--- src/hdl/itoa_pkg.sv ---
// Package for the integer-to-ASCII converter: word types, field widths and
// character constants. No dependencies.
`default_nettype none

package itoa_pkg;

  localparam int VALUE_W       = 32;
  localparam int RADIX_W       = 6;
  localparam int DIGIT_W       = 6;
  localparam int CHAR_W        = 8;
  // quotient bits resolved per divider cycle; VALUE_W is a multiple of it
  localparam int BITS_PER_STEP = 8;
  localparam int DIV_STEPS     = VALUE_W / BITS_PER_STEP;

  localparam logic [RADIX_W-1:0] RADIX_MIN = 6'd2;
  localparam logic [RADIX_W-1:0] RADIX_MAX = 6'd36;
  localparam logic [RADIX_W-1:0] RADIX_DEC = 6'd10;
  localparam logic [DIGIT_W-1:0] DIGIT_MAX_DEC = 6'd9;

  localparam logic [CHAR_W-1:0] CHAR_ZERO     = 8'd48;
  localparam logic [CHAR_W-1:0] CHAR_MINUS    = 8'd45;
  localparam logic [CHAR_W-1:0] LETTER_OFFSET = 8'd87;

  typedef struct packed {
    logic signed [VALUE_W-1:0] value;
    logic        [RADIX_W-1:0] radix;
  } in_word_t;

  typedef struct packed {
    logic [CHAR_W-1:0] char_out;
    logic              last;
  } out_word_t;

  typedef struct packed {
    logic               done;
    logic [VALUE_W-1:0] quotient;
    logic [DIGIT_W-1:0] remainder;
  } div_res_t;

endpackage

`default_nettype wire

--- src/hdl/itoa_ram.sv ---
// Generic single-port-write, single-port-read RAM with registered read data.
// No dependencies.
`default_nettype none

module itoa_ram #(
  parameter int WIDTH = 6,
  parameter int DEPTH = 32
) (
  input  wire logic                     clk,
  input  wire logic                     we,
  input  wire logic [$clog2(DEPTH)-1:0] waddr,
  input  wire logic [WIDTH-1:0]         wdata,
  input  wire logic                     re,
  input  wire logic [$clog2(DEPTH)-1:0] raddr,
  output logic      [WIDTH-1:0]         rdata
);

  logic [WIDTH-1:0] mem [DEPTH];

  always_ff @(posedge clk) begin
    if (we) begin
      mem[waddr] <= wdata;
    end
    if (re) begin
      rdata <= mem[raddr];
    end
  end

endmodule

`default_nettype wire

--- src/hdl/itoa_div.sv ---
// Iterative divider of the running quotient by the radix, BITS_PER_STEP
// quotient bits per cycle. Depends on itoa_pkg.
`default_nettype none

module itoa_div
  import itoa_pkg::*;
(
  input  wire logic               clk,
  input  wire logic               rst_n,
  input  wire logic               go,
  input  wire logic [VALUE_W-1:0] dividend,
  input  wire logic [RADIX_W-1:0] divisor,
  output div_res_t                res
);

  localparam int STEP_CW = (DIV_STEPS > 1) ? $clog2(DIV_STEPS) : 1;

  logic               run_r, run_nxt;
  logic               done_r, done_nxt;
  logic [STEP_CW-1:0] step_r, step_nxt;
  logic [VALUE_W-1:0] q_r, q_nxt;
  logic [DIGIT_W-1:0] rem_r, rem_nxt;
  logic [RADIX_W-1:0] dv_r, dv_nxt;

  always_comb begin
    logic [DIGIT_W:0]   trial;
    logic [DIGIT_W-1:0] rem_v;
    logic [VALUE_W-1:0] q_v;
    run_nxt  = run_r;
    done_nxt = 1'b0;
    step_nxt = step_r;
    q_nxt    = q_r;
    rem_nxt  = rem_r;
    dv_nxt   = dv_r;
    rem_v    = rem_r;
    q_v      = q_r;
    trial    = '0;
    if (go) begin
      run_nxt  = 1'b1;
      step_nxt = '0;
      q_nxt    = dividend;
      rem_nxt  = '0;
      dv_nxt   = divisor;
    end else if (run_r) begin
      // shift dividend bits out at the top, quotient bits in at the bottom
      for (int i = 0; i < BITS_PER_STEP; i++) begin
        trial = {rem_v, q_v[VALUE_W-1]};
        q_v   = {q_v[VALUE_W-2:0], 1'b0};
        if (trial >= {1'b0, dv_r}) begin
          trial  = trial - {1'b0, dv_r};
          q_v[0] = 1'b1;
        end
        rem_v = trial[DIGIT_W-1:0];
      end
      q_nxt    = q_v;
      rem_nxt  = rem_v;
      step_nxt = step_r + STEP_CW'(1);
      if (step_r == STEP_CW'(DIV_STEPS - 1)) begin
        run_nxt  = 1'b0;
        done_nxt = 1'b1;
      end
    end
  end

  always_ff @(posedge clk) begin
    if (!rst_n) begin
      run_r  <= 1'b0;
      done_r <= 1'b0;
      step_r <= '0;
    end else begin
      run_r  <= run_nxt;
      done_r <= done_nxt;
      step_r <= step_nxt;
    end
    q_r   <= q_nxt;
    rem_r <= rem_nxt;
    dv_r  <= dv_nxt;
  end

  assign res.done      = done_r;
  assign res.quotient  = q_r;
  assign res.remainder = rem_r;

endmodule

`default_nettype wire

--- src/hdl/integer_to_ascii_radix.sv ---
// Top level of the integer-to-ASCII converter: sequencer, digit store and
// output register. Depends on itoa_pkg, itoa_div and itoa_ram.
`default_nettype none

// Channel   Ports                  Handshake
// input     start, busy, in_word   taken when start is high and busy is low
// result    out_strobe, out_word   one word per strobe cycle, cannot stall
//
// Each digit costs a divider launch, the divide steps and a store into the
// digit store; the digits are then read back, most significant first.
// Reset clears the sequencer, divider control and out_strobe only; the digit
// store needs no clearing because every entry read was written earlier for
// the same number. The last character is on the ports in the first cycle
// after busy falls.
module integer_to_ascii_radix
  import itoa_pkg::*;
#(
  parameter int MAX_DIGITS = 32
) (
  input  wire logic     clk,
  input  wire logic     rst_n,
  input  wire logic     start,
  output logic          busy,
  input  wire in_word_t in_word,
  output logic          out_strobe,
  output out_word_t     out_word
);

  localparam int CNT_W  = $clog2(MAX_DIGITS + 1);
  localparam int ADDR_W = $clog2(MAX_DIGITS);

  typedef enum logic [1:0] {
    S_IDLE,
    S_DIV,
    S_OUT
  } state_t;

  state_t             state_r, state_nxt;
  logic [VALUE_W-1:0] quot_r, quot_nxt;
  logic [RADIX_W-1:0] radix_r, radix_nxt;
  logic               minus_r, minus_nxt;
  logic [CNT_W-1:0]   cnt_r, cnt_nxt;
  logic [CNT_W-1:0]   rd_idx_r, rd_idx_nxt;
  logic               pend_r, pend_nxt;
  logic               div_go_r, div_go_nxt;
  logic               out_strobe_r, out_strobe_nxt;
  out_word_t          out_word_r, out_word_nxt;

  div_res_t           div_res;
  logic               ram_we;
  logic               ram_re;
  logic [CNT_W-1:0]   rd_prev;
  logic [DIGIT_W-1:0] ram_rdata;

  function automatic logic [CHAR_W-1:0] digit_char(input logic [DIGIT_W-1:0] d);
    logic [CHAR_W-1:0] dw;
    dw = {{(CHAR_W - DIGIT_W){1'b0}}, d};
    return (d > DIGIT_MAX_DEC) ? (dw + LETTER_OFFSET) : (dw + CHAR_ZERO);
  endfunction

  itoa_div u_div (
    .clk      (clk),
    .rst_n    (rst_n),
    .go       (div_go_r),
    .dividend (quot_r),
    .divisor  (radix_r),
    .res      (div_res)
  );

  assign ram_we  = (state_r == S_DIV) && div_res.done;
  assign ram_re  = (state_r == S_OUT) && (rd_idx_r != '0);
  assign rd_prev = rd_idx_r - CNT_W'(1);

  itoa_ram #(
    .WIDTH (DIGIT_W),
    .DEPTH (MAX_DIGITS)
  ) u_store (
    .clk   (clk),
    .we    (ram_we),
    .waddr (cnt_r[ADDR_W-1:0]),
    .wdata (div_res.remainder),
    .re    (ram_re),
    .raddr (rd_prev[ADDR_W-1:0]),
    .rdata (ram_rdata)
  );

  always_comb begin
    logic [RADIX_W-1:0] r_v;
    logic               neg_v;
    state_nxt      = state_r;
    quot_nxt       = quot_r;
    radix_nxt      = radix_r;
    minus_nxt      = minus_r;
    cnt_nxt        = cnt_r;
    rd_idx_nxt     = rd_idx_r;
    pend_nxt       = 1'b0;
    div_go_nxt     = 1'b0;
    out_strobe_nxt = 1'b0;
    out_word_nxt   = out_word_r;
    r_v            = in_word.radix;
    neg_v          = 1'b0;
    unique case (state_r)
      S_IDLE: begin
        if (start) begin
          priority if (in_word.radix < RADIX_MIN) begin
            r_v = RADIX_MIN;
          end else if (in_word.radix > RADIX_MAX) begin
            r_v = RADIX_MAX;
          end
          neg_v      = (r_v == RADIX_DEC) && in_word.value[VALUE_W-1];
          radix_nxt  = r_v;
          minus_nxt  = neg_v;
          // most negative value wraps to its unsigned magnitude
          quot_nxt   = neg_v ? (~in_word.value + VALUE_W'(1)) : in_word.value;
          cnt_nxt    = '0;
          div_go_nxt = 1'b1;
          state_nxt  = S_DIV;
        end
      end
      S_DIV: begin
        if (div_res.done) begin
          quot_nxt = div_res.quotient;
          cnt_nxt  = cnt_r + CNT_W'(1);
          if ((div_res.quotient == '0) || (cnt_r + CNT_W'(1) == CNT_W'(MAX_DIGITS))) begin
            // drop the sign when the store is full
            minus_nxt  = minus_r && (cnt_r + CNT_W'(1) != CNT_W'(MAX_DIGITS));
            rd_idx_nxt = cnt_r + CNT_W'(1);
            state_nxt  = S_OUT;
          end else begin
            div_go_nxt = 1'b1;
          end
        end
      end
      S_OUT: begin
        if (rd_idx_r != '0) begin
          rd_idx_nxt = rd_prev;
          pend_nxt   = 1'b1;
        end
        // sign goes out while the first digit read is in flight
        if (minus_r) begin
          minus_nxt             = 1'b0;
          out_strobe_nxt        = 1'b1;
          out_word_nxt.char_out = CHAR_MINUS;
          out_word_nxt.last     = 1'b0;
        end else if (pend_r) begin
          out_strobe_nxt        = 1'b1;
          out_word_nxt.char_out = digit_char(ram_rdata);
          out_word_nxt.last     = (rd_idx_r == '0);
          if (rd_idx_r == '0) begin
            state_nxt = S_IDLE;
          end
        end
      end
      default: begin
        state_nxt = S_IDLE;
      end
    endcase
  end

  always_ff @(posedge clk) begin
    if (!rst_n) begin
      state_r      <= S_IDLE;
      minus_r      <= 1'b0;
      cnt_r        <= '0;
      rd_idx_r     <= '0;
      pend_r       <= 1'b0;
      div_go_r     <= 1'b0;
      out_strobe_r <= 1'b0;
      quot_r       <= '0;
    end else begin
      state_r      <= state_nxt;
      minus_r      <= minus_nxt;
      cnt_r        <= cnt_nxt;
      rd_idx_r     <= rd_idx_nxt;
      pend_r       <= pend_nxt;
      div_go_r     <= div_go_nxt;
      out_strobe_r <= out_strobe_nxt;
      quot_r       <= quot_nxt;
    end
    radix_r    <= radix_nxt;
    out_word_r <= out_word_nxt;
  end

  assign busy       = (state_r != S_IDLE);
  assign out_strobe = out_strobe_r;
  assign out_word   = out_word_r;

endmodule

`default_nettype wire

--- config.mk ---
export PLATFORM = sky130hd
export DESIGN_NAME = integer_to_ascii_radix
export DESIGN_NICKNAME = d
export VERILOG_FILES = /design/src/hdl/itoa_pkg.sv /design/src/hdl/itoa_ram.sv /design/src/hdl/itoa_div.sv /design/src/hdl/integer_to_ascii_radix.sv
export SDC_FILE = /design/constraint.sdc
export NUM_CORES = 1
export LEC_CHECK = 0
export ABC_AREA = 1
export CAP_MARGIN = 20
export CORE_MARGIN = 2
export CORE_UTILIZATION = 50
export CTS_CLUSTER_DIAMETER = 120
export CTS_CLUSTER_SIZE = 14
export DETAILED_ROUTE_END_ITERATION = 8
export DONT_BUFFER_PORTS = 1
export PLACE_DENSITY_LB_ADDON = 0.05
export SYNTH_ARGS = -nofsm -noshare
export SYNTH_HDL_FRONTEND = slang
export SYNTH_HIERARCHICAL = 1
export SYNTH_SLANG_ARGS = --single-unit
--- constraint.sdc ---
create_clock -name clk -period 14.8 [get_ports clk]
set_clock_uncertainty 0.15 [all_clocks]
set_input_delay 0.74 -clock clk [delete_from_list [all_inputs] [get_ports clk]]
set_output_delay 0.74 -clock clk [all_outputs]
set_load 0.005 [all_outputs]
### Word level (Yosys, flattened, before mapping)

Memories as Yosys holds them, arrays and structs flattened. A register that Yosys moved wholly into a read port is not among the register bits.
Cells that the tools add are included.
Widths: inputs -> output; s select.

| storage, ports and cells | value |
|---|---|
| flip-flop bits (word level) | 113 |
| word-level logic and storage cells | 156 |
| input bits | 41 |
| RAM bits | 192 |
| memories | 1 |
| output and inout bits | 11 |

| operators by class | value |
|---|---|
| order comparisons | 11 |
| muxes and demuxes | 73 |
| bitwise logic cells | 3 |
| reductions and logical operators | 24 |
| equality and inequality tests | 13 |
| add/subtract/negate cells | 14 |

Memories:

| name | words | bits a word | read ports | clocked after Yosys merged registers in | wr ports | line | text |
|---|---|---|---|---|---|---|---|
| u_store.mem | 32 | 6 | 1 | 1 | 1 | itoa_ram.sv:18 | `logic [WIDTH-1:0] mem [DEPTH];` |

Operators with widths:

| kind | count |
|---|---|
| $mux 6 | 31 |
| $mux 32 | 5 |
| $pmux 32 s2 | 1 |
| $ge 7x6->1 | 8 |
| $sub 6x6->6 | 8 |
| $add 32x2->32 const B | 1 |
| $logic_not 32->1 | 1 |
| $not 32->32 | 1 |
| $pmux 6 s2 | 2 |
| $mux 1 | 23 |
| $mux 2 | 6 |
| $reduce_bool 2->1 | 5 |
| $mux 9 | 1 |
| $add 6x7->8 const B | 1 |
| $mux 8 | 1 |
| $ne 2x1->1 const B | 4 |
| $reduce_and 4->1 | 2 |
| $add 6x6->7 const B | 1 |
| $add 6x1->6 const B | 1 |
| $eq 6x4->1 const B | 1 |
| $eq 6x6->1 const B | 1 |
| $gt 6x4->1 const B | 1 |
| $gt 6x6->1 const B | 1 |
| $logic_not 6->1 | 1 |
| 21 further kinds | 30 |

### Logic depth before layout (Yosys ltp)

| logic depth | value |
|---|---|
| depth after elaboration | 32 |
| gate-level depth with buffers | 87 |
| mapped depth without buffers | 87 |

### Hierarchy

Netlist, hierarchy kept.

Modules (own cells, without submodules):

| module | instances | area an instance (um^2) | cells each | seq. area each (um^2) |
|---|---|---|---|---|
| itoa_ram | 1 | 8137.8 | 704 | 5945.7 |
| integer_to_ascii_radix | 1 | 5023.6 | 762 | 1451.4 |
| itoa_div | 1 | 4724.5 | 629 | 1341.3 |

### Worst setup path after synthesis

No wires, ideal clock.

| timing path | value |
|---|---|
| path kind | flip-flop to flip-flop |
| from | register u_div.dv_r[1] |
| to | register u_div.q_r[0] (data pin) |
| stages on the path, launching flop included | 82 |
| slack | 2321 ps |
| arrival time | 12058 ps |
| path through | edfxtp_1 -> inv_1 -> ha_1 -> nand2_1 -> inv_2 -> nand2_1 -> nand2_1 -> nand2_4 -> nand3_4 -> nand2_1 -> nand2_1 -> ha_1 -> a21o_1 -> nand3_1 -> nand3_1 -> nand2_1 -> nand3_2 -> nand2_1 -> (+46 left out) -> a211oi_1 -> o21ai_0 -> a21boi_0 -> inv_1 -> nor2_2 -> nand3_1 -> nand2_1 -> inv_1 -> ha_1 -> inv_1 -> o21bai_1 -> a21oi_1 -> nor2_1 -> nor2_1 -> o21a_1 -> inv_1 -> nor2_4 -> a31oi_1 |

| between the ends | value |
|---|---|
| longest elaborated chain between the ends | 32 |
| elaborated cells between the ends (all ways) | 39 |
| classes of those cells | 7 x add/sub; 8 x order compare; 24 x mux |

RTL lines:

| item | line | text |
|---|---|---|
| start, declared | itoa_div.sv:23 | `logic [RADIX_W-1:0] dv_r, dv_nxt;` |
| start signal, assigned | itoa_div.sv:77 | `dv_r <= dv_nxt;` |
| $sub 6x6->6 / $ge 7x6->1 (equally long branches) | itoa_div.sv:50, itoa_div.sv:49 |  |
| $mux 6 | itoa_div.sv:49 | `if (trial >= {1'b0, dv_r}) begin` |
| $mux 6 | itoa_div.sv:44 | `end else if (run_r) begin` |
| $mux 6 | itoa_div.sv:38 | `if (go) begin` |
| $sub 6x6->6 / $ge 7x6->1 (equally long branches) | itoa_div.sv:50, itoa_div.sv:49 |  |
| $mux 6 | itoa_div.sv:49 |  |
| $mux 6 | itoa_div.sv:44 |  |
| $mux 6 | itoa_div.sv:38 |  |
| (+17 left out) | -- |  |
| $mux 6 | itoa_div.sv:49 |  |
| $mux 6 | itoa_div.sv:44 |  |
| $mux 6 | itoa_div.sv:38 |  |
| $ge 7x6->1 * | itoa_div.sv:49 |  |
| $mux 1 * | itoa_div.sv:49 |  |
| $mux 32 * | itoa_div.sv:44 |  |
| $mux 32 * | itoa_div.sv:38 |  |
| named net u_div.q_nxt[0] | itoa_div.sv:21 | `logic [VALUE_W-1:0] q_r, q_nxt;` |
| end signal, assigned | itoa_div.sv:75 | `q_r <= q_nxt;` |
| end, declared | itoa_div.sv:21 |  |

Mark *: on every way through the listed nets, which the timed path passes. The rest lies on a longest branch. The select of a mux whose other input is x is not followed.
A chain may end at the register's enable or synchronous reset.

### Worst setup path in the final report

| timing path | value |
|---|---|
| from | register u_div.dv_r[4] |
| to | register u_div.q_r[0] (data pin) |

| between the ends | value |
|---|---|
| longest elaborated chain between the ends | 32 |
| elaborated cells between the ends (all ways) | 39 |
| classes of those cells | 7 x add/sub; 8 x order compare; 24 x mux |

RTL lines:

| item | line |
|---|---|
| $sub 6x6->6 / $ge 7x6->1 (equally long branches) | itoa_div.sv:50, itoa_div.sv:49 |
| $mux 6 | itoa_div.sv:49 |
| $mux 6 | itoa_div.sv:44 |
| $mux 6 | itoa_div.sv:38 |
| $sub 6x6->6 / $ge 7x6->1 (equally long branches) | itoa_div.sv:50, itoa_div.sv:49 |
| $mux 6 | itoa_div.sv:49 |
| $mux 6 | itoa_div.sv:44 |
| $mux 6 | itoa_div.sv:38 |
| (+17 left out) | -- |
| $mux 6 | itoa_div.sv:49 |
| $mux 6 | itoa_div.sv:44 |
| $mux 6 | itoa_div.sv:38 |
| $ge 7x6->1 * | itoa_div.sv:49 |
| $mux 1 * | itoa_div.sv:49 |
| $mux 32 * | itoa_div.sv:44 |
| $mux 32 * | itoa_div.sv:38 |
| named net u_div.q_nxt[0] | itoa_div.sv:21 |

Marks and branches as above.

==> flow_summary.yaml <==
grt:
  overflow: 0
  grt_pass1_wl_microns: 73200
  grt_max_degree: 97
  antenna_found_initial: 1
  groute.usage.overall_pct: 25.5
  grt_pass1_vias: 13200
routing:
  wl_met1_microns: 20300
  drt-wirelength-per-cell_microns: 18.4
  wirelength_microns: 47000
  via_per_inst: 5.47
  drt_iter0_drc: 902
  first_pass_iters: 5
  drtAntennaViolNets: 0
  vias: 13963
  met3_wirelength_microns: 1840
  drc: 0
  route.met2.wl_microns: 23000
  highest_layer: "met4"
clocking:
  cts_buffer_depth: 3
  cts_max_level: 1
  clk_pin_slew_ps: 70
  cts_hold_buf: 0
  cts_tree: "built"
  clock_sinks: 311
  clk_latency_ps: 550
  numCtsBuffers: 26
  root_buffer: "clkbuf_16"
timing:
  tns_ps: 0
  drv_slew: 0
  period_needed_ps: 13540
  post-route-period-util_pct: 91.5
  slew_headroom_pct: 32.7
  setup_viol: 0
  finalHoldViolations: 0
  tightest_slew_ps: 1010
  fin_hold_ws_ps: 136
  clock.fmax_mhz: 73.9
  rsz0062_at_grt: "no"
logic_synthesis:
  syn_inst: 2095
  ys_ff_latch: 311
  synth.distinct_cells: 52
  syn_area_sq_um: 17900
  seq_area_frac_synth_pct: 48.9
  avgSynthCellArea_sq_um: 8.54
  syn_nets: 2208
  synth_warnings: 6
critical_path:
  required_ps: 14910
  cp.buffers_inverters: 14
  cp-end-kind: "register"
  cpPeakStageDelay_ps: 390
  arrival_ps: 13650
  cp_top_family: "compound AO/OA/AOI/OAI gates"
  crit_top_cell: "nand2_1"
  slowest_stage: "a221oi_2"
  path_max_fanout: 9
  crit_type: "reg -> reg"
  worst_setup_path_start_kind: "register"
floorplanning:
  rows: 69
  io_pins: 52
  die-area_sq_um: 37300
  fp.dieW_microns: 193
  die_h_microns: 193
  core_sq_um: 35400
  initial_utilization_pct: 50.5
final_layout:
  area_delta_synth_final_pct: 6.16
  stdcell_area_sq_um: 19000
  layout-drive-gt1-share_pct: 8.71
  fin_nets: 2183
  stdcell_count: 2553
placed_design:
  port_buffers: 0
  dp.cells: 2499
  dpl_cell_area_sq_um: 18100
  place_congestion: 0.894
  hpwlAfterDp_microns: 31400
worst_hold_path:
  hold_path_class: "in -> reg"
job:
  maxCapViolations: 0
run_status:
  status: "finished clean"
## worst paths after layout
check | startpoint | to | slack [ps] | cells past startpoint
setup reg to reg | u_div/dv_r[4] | u_div/q_r[0] | 1260 | 82
hold / removal | in_word[5] | radix_r[5] | 140 | 0
hold reg to reg | radix_r[4] | u_div/dv_r[4] | 270 | 0
setup / recovery | u_div/dv_r[4] | u_div/q_r[0] | 1260 | 82
## synth_stat cells, drive strengths merged
cell / n / area, sq um
a31oi: 13 / 81.3
inv: 159 / 599
fa: 8 / 160
xnor2: 19 / 166
a21boi: 2 / 18.8
o211ai: 4 / 35.0
buf: 53 / 385
o21a: 2 / 15.0
nor2: 178 / 734
a211oi: 1 / 7.51
clkbuf: 25 / 93.8
xor2: 34 / 305
a21o: 3 / 22.5
o21bai: 5 / 37.5
nand3b: 2 / 15.0
o21ai: 42 / 210
a221oi: 1 / 8.76
nand3: 299 / 1740
or2: 4 / 27.5
nor3: 12 / 65.1
edfxtp: 251 / 7540
ha: 64 / 801
clkinv: 1 / 8.76
a21oi: 94 / 594
and3: 1 / 6.26
a41oi: 1 / 8.76
nand2: 729 / 2810
dfxtp: 60 / 1200
nand4: 28 / 196
## placed cells by master, fill, tap and decap left out, types with 3 or more instances in the layout
| cell type | instances |
|---|---|
| xor2_1 | 32 |
| o21ai_1 | 6 |
| a31oi_1 | 13 |
| inv_2 | 14 |
| xnor2_1 | 19 |
| nand2_1 | 712 |
| edfxtp_1 | 251 |
| nand3_4 | 8 |
| nand3_2 | 28 |
| nand4_1 | 26 |
| nor3_1 | 11 |
| inv_1 | 144 |
| ha_1 | 64 |
| a21o_1 | 3 |
| nor2_2 | 11 |
| or2_2 | 3 |
| a21oi_2 | 32 |
| fa_1 | 8 |
| clkbuf_1 | 20 |
| buf_4 | 23 |
| o21ai_0 | 36 |
| nand2_2 | 11 |
| nand3_1 | 263 |
| o21bai_1 | 5 |
| nor2_1 | 163 |
| o211ai_1 | 3 |
| nand2_4 | 6 |
| clkbuf_16 | 27 |
| dfxtp_1 | 60 |
| a21oi_1 | 61 |
| nor2_4 | 3 |
## flip-flops by register name, summed over array words and instances (netlist names), 2 cells and up
| register | cells |
|---|---|
| cnt_r | 6 |
| u_div/rem_r | 6 |
| u_div/dv_r | 6 |
| u_store/rdata | 6 |
| out_word | 9 |
| state_r | 2 |
| quot_r | 32 |
| rd_idx_r | 6 |
| u_div/q_r | 32 |
| u_div/step_r | 2 |
| radix_r | 6 |
| u_store/mem | 192 |
## per-stage QoR
stage	setup WS, ps	util (%)
after detailed placement	817	51.3
after CTS	775	53.4
final	1260	53.6
after floorplan	2320	-
after global placement	1340	51.3
after global routing	9.15	53.6
## final cells by class
class / count / area, sq um
diodes: 2 / 5.00
clock buffers: 46 / 726
clock inverters: 2 / 32.5
fillers: 3358 / 16400
inverters: 160 / 608
multi-input cells: 1546 / 8080
flip-flops and latches: 311 / 8740
well taps: 461 / 577
repair buffers: 25 / 218
## what timing repair did
| item | 4_1_cts | 5_1_grt |
|---|---|---|
| gates resized for setup | 0 | 4 |
| buffers inserted | 0 | 2 |
| endpoints found under the setup margin | 0 | 7 |
| hold endpoints to repair | 0 | 0 |
## cell families (layout without fill, tap and decap cells)
group | after synthesis | count (layout) | share of synthesized area [%]
buffers and inverters | 238 | 233 | 6.08
DFF | 311 | 311 | 48.9
other | 0 | 2 | 0
AOI/OAI and AO/OA | 168 | 168 | 5.81
adders and majority gates | 72 | 72 | 5.37
and+or+nand+nor | 1253 | 1253 | 31.2
xor gates and xnor gates | 53 | 53 | 2.64
## routing by layer
metal	up-vias	global-route usage (%)
li1	6935	-
met1	6597	32.9
met2	330	43.7
met3	101	2.99
met4	0	10.4
met5	-	0
Power is left out: the tool's default activity adds up to more than one toggle a clock period on the data nets, which glitch-free logic cannot reach.
